===== config.mk =====
export PLATFORM = sky130hd
export DESIGN_NAME = mit_front
export DESIGN_NICKNAME = d
export VERILOG_FILES = /design/src/sv/monitor_interval_tracker_assert.svh /design/src/sv/mit_pkg.sv /design/src/sv/mit_front.sv
export SDC_FILE = /design/constraint.sdc
export NUM_CORES = 1
export LEC_CHECK = 0
export BUFFER_PORTS_ARGS = -buffer_cell sky130_fd_sc_hd__buf_2
export CAP_MARGIN = 20
export CELL_PAD_IN_SITES_DETAIL_PLACEMENT = 1
export CELL_PAD_IN_SITES_GLOBAL_PLACEMENT = 1
export CORE_UTILIZATION = 30
export CTS_BUF_LIST = sky130_fd_sc_hd__clkbuf_8
export DETAILED_ROUTE_END_ITERATION = 7
export PLACE_DENSITY_LB_ADDON = 0.1
export REMOVE_ABC_BUFFERS = 1
export SETUP_SLACK_MARGIN = 0.1
export SLEW_MARGIN = 5
export SYNTH_ARGS = -nofsm -noshare
export SYNTH_HDL_FRONTEND = slang
export SYNTH_SLANG_ARGS = --single-unit

===== constraint.sdc =====
create_clock -name i_clk -period 25.1 [get_ports i_clk]
set_input_delay 2.51 -clock i_clk [delete_from_list [all_inputs] [get_ports i_clk]]
set_output_delay 2.51 -clock i_clk [all_outputs]
set_load 0.01 [all_outputs]

===== src/sv/monitor_interval_tracker_assert.svh =====
// ----------------------------------------------------------------------------
// Monitor interval tracker assertion macros
// Shared concurrent assertion forms used by the tracker modules.
// ----------------------------------------------------------------------------
`ifndef MONITOR_INTERVAL_TRACKER_ASSERT_SVH
`define MONITOR_INTERVAL_TRACKER_ASSERT_SVH

// Same-cycle implication, disabled during reset
`define MIT_ASSERT_IMP(lbl, clk, rst_n, ante, cons, msg) \
    lbl: assert property (@(posedge clk) disable iff (!rst_n) (ante) |-> (cons)) \
        else $error(msg);

// Next-cycle implication, disabled during reset
`define MIT_ASSERT_NXT(lbl, clk, rst_n, ante, cons, msg) \
    lbl: assert property (@(posedge clk) disable iff (!rst_n) (ante) |=> (cons)) \
        else $error(msg);

`endif


===== src/sv/mit_pkg.sv =====
// ----------------------------------------------------------------------------
// mit_pkg
// Types, codes and helpers shared by the monitor interval tracker.
// ----------------------------------------------------------------------------
package mit_pkg;

    localparam int DEF_QUEUE_DEPTH = 16;
    localparam int OCC_W           = 5;

    // command codes of an input beat
    typedef enum logic [2:0] {
        OP_ENQ    = 3'd0,
        OP_SENT   = 3'd1,
        OP_BEGIN  = 3'd2,
        OP_LOST   = 3'd3,
        OP_ACKED  = 3'd4,
        OP_END    = 3'd5,
        OP_CLEAR  = 3'd6,
        OP_NONE   = 3'd7
    } t_op;

    // result status codes
    typedef enum logic [2:0] {
        ST_OK      = 3'd0,
        ST_RECORD  = 3'd1,
        ST_INVALID = 3'd2,
        ST_EMPTY   = 3'd3,
        ST_FULL    = 3'd4
    } t_status;

    // back-end sequencer states
    typedef enum logic [1:0] {
        S_IDLE,
        S_WALK,
        S_EMIT,
        S_RESP
    } t_state;

    // classified input beat
    typedef struct packed {
        t_op          op;
        logic [39:0]  rate;
        logic         useful;
        logic [15:0]  tolerance;
        logic [31:0]  rtt_us;
        logic [47:0]  time_us;
        logic [47:0]  pkt_num;
        logic [15:0]  byte_count;
    } t_item;

    // one monitor interval
    typedef struct packed {
        logic [39:0]  rate;
        logic         useful;
        logic [15:0]  tolerance;
        logic [47:0]  first_time;
        logic [47:0]  last_time;
        logic [47:0]  first_pkt;
        logic [47:0]  last_pkt;
        logic [31:0]  sent;
        logic [31:0]  acked;
        logic [31:0]  lost;
        logic [31:0]  rtt_start;
        logic [31:0]  rtt_end;
    } t_entry;

    // one result beat
    typedef struct packed {
        t_status      status;
        logic [39:0]  rate;
        logic [15:0]  tolerance;
        logic [47:0]  first_time;
        logic [47:0]  last_time;
        logic [31:0]  sent;
        logic [31:0]  acked;
        logic [31:0]  lost;
        logic [31:0]  rtt_start;
        logic [31:0]  rtt_end;
        logic         last;
        logic [OCC_W-1:0] occupancy;
    } t_result;

    // saturating byte counter add
    function automatic logic [31:0] sat_add(input logic [31:0] a, input logic [15:0] b);
        logic [32:0] s;
        s = {1'b0, a} + {17'd0, b};
        return s[32] ? 32'hFFFF_FFFF : s[31:0];
    endfunction

    // acked + lost equals sent, summed without limit
    function automatic logic is_complete(input t_entry e);
        return ({1'b0, e.acked} + {1'b0, e.lost}) == {1'b0, e.sent};
    endfunction

endpackage


===== src/sv/mit_front.sv =====
// ----------------------------------------------------------------------------
// mit_front
// Accepts input beats, decodes the command and buffers them in a
// two-entry queue for the back end.
// ----------------------------------------------------------------------------
module mit_front (
    input  logic                i_clk,
    input  logic                i_rst_n,
    input  logic                i_in_valid,
    output logic                o_in_stall,
    input  logic [2:0]          i_cmd,
    input  logic [39:0]         i_rate,
    input  logic                i_useful,
    input  logic [15:0]         i_tolerance,
    input  logic [31:0]         i_rtt_us,
    input  logic [47:0]         i_time_us,
    input  logic [47:0]         i_pkt_num,
    input  logic [15:0]         i_byte_count,
    output logic                o_q_valid,
    output mit_pkg::t_item      o_q_item,
    input  logic                i_q_pop
);

    mit_pkg::t_item r_q [2];
    logic           r_wp, r_rp;
    logic [1:0]     r_cnt;
    mit_pkg::t_op   w_op;
    mit_pkg::t_item w_item;
    logic           w_push;

    // command decode: every 3-bit code has an enum member
    assign w_op = mit_pkg::t_op'(i_cmd);

    always_comb begin
        w_item.op         = w_op;
        w_item.rate       = i_rate;
        w_item.useful     = i_useful;
        w_item.tolerance  = i_tolerance;
        w_item.rtt_us     = i_rtt_us;
        w_item.time_us    = i_time_us;
        w_item.pkt_num    = i_pkt_num;
        w_item.byte_count = i_byte_count;
    end

    assign o_in_stall = (r_cnt == 2'd2);
    assign w_push     = i_in_valid && !o_in_stall;
    assign o_q_valid  = (r_cnt != 2'd0);
    assign o_q_item   = r_q[r_rp];

    // queue storage
    always_ff @(posedge i_clk) begin
        if (w_push) begin
            r_q[r_wp] <= w_item;
        end
    end

    // queue pointers
    always_ff @(posedge i_clk) begin
        if (!i_rst_n) begin
            r_wp  <= 1'b0;
            r_rp  <= 1'b0;
            r_cnt <= 2'd0;
        end else begin
            if (w_push) r_wp <= ~r_wp;
            if (i_q_pop) r_rp <= ~r_rp;
            r_cnt <= r_cnt + {1'b0, w_push} - {1'b0, i_q_pop};
        end
    end

endmodule


==> impl_metrics.py <==
metrics = {
    "status": {
        "status": "finished, final reports clean",
    },
    "cts": {
        "clk_pin_slew_ps": 60,
        "clk_latency_ps": 620,
        "cts_resized": 0,
        "cts_buffers": 75,
        "clock-sinks": 413,
        "cts_tree": "built",
        "cts_max_path_buffers": 3,
        "cts_max_level": 3,
        "cts_setup_buffers": 0,
        "hold_buffers": 0,
        "clockRootBuffer": "clkbuf_8",
    },
    "critical_path": {
        "worst-endpoint-required_ps": 22590,
        "end_kind": "output port",
        "crit_path_max_fanout": 60,
        "crit_type": "register to output port",
        "cp.arrival_ps": 3860,
        "cp-start-kind": "register",
    },
    "sta": {
        "final-hold-violation-count": 0,
        "layout_min_cycle_time_ps": 6370,
        "setup-tns-final_ps": 0,
        "setup_violations": 0,
        "worst_pin_slew_ps": 1100,
        "rsz0062_at_grt": "no",
        "fmax_mhz": 157,
        "clock_skew_ps": 24.5,
        "fin_crit_sh_pct": 25.4,
        "max_slew_margin_pct": 26.9,
        "maxSlewViolCount": 0,
    },
    "power_and_ir_drop": {
        "leakagePower_nw": 7.73,
        "powerDensity_mw_per_mm2": 91.2,
        "peakVddDrop_v": 0.0000573,
    },
    "route": {
        "drt_pass1_iterations": 4,
        "drt_iter0_drc": 284,
        "wirelength_um": 37700,
        "drc": 0,
        "drt-wirelength-per-cell_um": 20.2,
        "routed_via_density": 4.20,
        "ant_nets": 0,
        "vias": 7854,
    },
    "floorplanning": {
        "start_util_pct": 30.4,
        "fp.dieW_um": 230,
        "die_h_um": 230,
        "fp.dieArea_sq_mm": 0.0529,
        "rows": 83,
        "io_pins": 414,
        "core_sq_mm": 0.0514,
    },
    "synthesis": {
        "yosys-top-cells-area": "edfxtp_1 (78%), mux2_4 (15%), mux2_2 (3.2%), buf_6 (1.4%), dfxtp_1 (0.64%)",
        "synth_top_area_share_pct": 78.5,
        "yosysSeqAreaShare_pct": 79.1,
        "synth.mux.area_fraction_pct": 18.6,
        "synth-adder-area-share_pct": 0.160,
        "syn_inst": 660,
        "ys_ff_latch": 413,
        "yosysWarnings": 0,
        "synth_compound_area_share_pct": 0,
        "synth_cell_type_count": 17,
        "synth_area_sq_mm": 0.0156,
        "synth_top_cell_by_area": "edfxtp_1",
        "syn_avg_cell_area_sq_um": 23.7,
        "synth-xor-area-share_pct": 0.168,
        "synth-simple-area-share_pct": 0.345,
        "synth_top_family_by_area": "multiplexers",
    },
    "grt": {
        "track_usage_pct": 13.9,
        "grt_max_degree": 143,
        "grt_pass1_wl_um": 53800,
        "antenna_found_initial": 13,
        "gr-total-overflow": 0,
        "grt_pass1_vias": 8774,
    },
    "run": {
        "maxCapViolations": 0,
    },
    "place": {
        "io_buffers": 413,
        "gp_congestion": 0.723,
        "dp_hpwl_um": 25200,
    },
    "finish": {
        "finalNetCount": 1345,
        "fin_util_pct": 38.4,
        "layout_commonest_cell": "buf_2",
        "synthToLayoutAreaGrowth_pct": 26.4,
        "final_layout_size_suffix_gt1_share_pct": 60.6,
        "mostFrequentLayoutCells": "buf_2 (413), edfxtp_1 (408), mux2_4 (160), clkbuf_8 (77), mux2_2 (44)",
        "n_fill_cell": 5151,
    },
    "worst_hold_path": {
        "hold_path.class": "register to register",
    },
}
power by group:
| part | internal [mW] | switching (mW) |
|---|---|---|
| sequential | 0.878 | 0.0303 |
| combinational | 0.144 | 0.168 |
| clock | 0.312 | 0.266 |
logic make-up after synthesis:
logic type                 Yosys count
xor gates and xnor gates             3
adders and majority gates            2
buffers and inverters               26
DFF                                413
muxes                              205
and+or+nand+nor                     11
cells in the mapped netlist:
cell type / instances
edfxtp_1: 408
mux2_4: 160
mux2_2: 44
buf_6: 19
dfxtp_1: 5
buf_2: 4
nor2_1: 4
inv_1: 3
ha_1: 2
nand2_1: 2
nand2b_1: 2
xnor2_1: 2
and2_1: 1
and3_1: 1
mux2i_1: 1
or2_2: 1
xor2_1: 1
final cells by class:
cell class / count / area (sq um) / area share (%)
diodes: 6 / 15.0 / 0.0761
clock buffers: 77 / 1060 / 5.37
clock inverters: 48 / 274 / 1.39
inverters: 3 / 11.3 / 0.0571
multi-input cells: 221 / 3030 / 15.3
flip-flops and latches: 413 / 12400 / 62.6
well taps: 680 / 851 / 4.31
repair buffers: 421 / 2140 / 10.8
critical path: stages (launching register included):
cell     delay (ps)
dfxtp_4         780
buf_4           840
buf_4           870
mux2_2          420
buf_2           140
per-layer routing:
metal | wire, um | GRT usage [%] | part of all wire, %
met1 | 13600 | 14.1 | 36
met2 | 19800 | 24.5 | 52
met3 | 3250 | 6.67 | 8.6
met4 | 956 | 5.40 | 2.5
met5 | 92 | 0 | 0.24
path summary, 6_finish.rpt:
check | start | to | slack, ps | cells after the start
max | register | o_q_item[18] | 18730 | 4
min | r_rp$_SDFFE_PN0P_ | r_rp$_SDFFE_PN0P_ | 510 | 2
max reg2reg | r_cnt[0]$_SDFF_PN0_ | r_q[1][135]$_DFFE_PP_ | 22060 | 4
min reg2reg | r_rp$_SDFFE_PN0P_ | r_rp$_SDFFE_PN0P_ | 510 | 2
metrics by stage:
step	area (sq um)	power [mW]	cells	hold WS (ps)	setup slack (ps)
floorplan	15400	1.15	637	455	13270
global placement	18400	1.24	1738	497	19320
detailed placement	18400	1.24	1738	512	19320
CTS	19700	1.84	1863	525	18570
global route	19700	1.88	1867	555	18440
finish	19700	1.80	1869	512	18730
flip-flops by register name, indices dropped and copies added (netlist names), named ones only:
name,cells
r_q,408
r_wp,1
r_rp,1
r_cnt,2
Note: power is estimated with default switching activity, not from simulation.
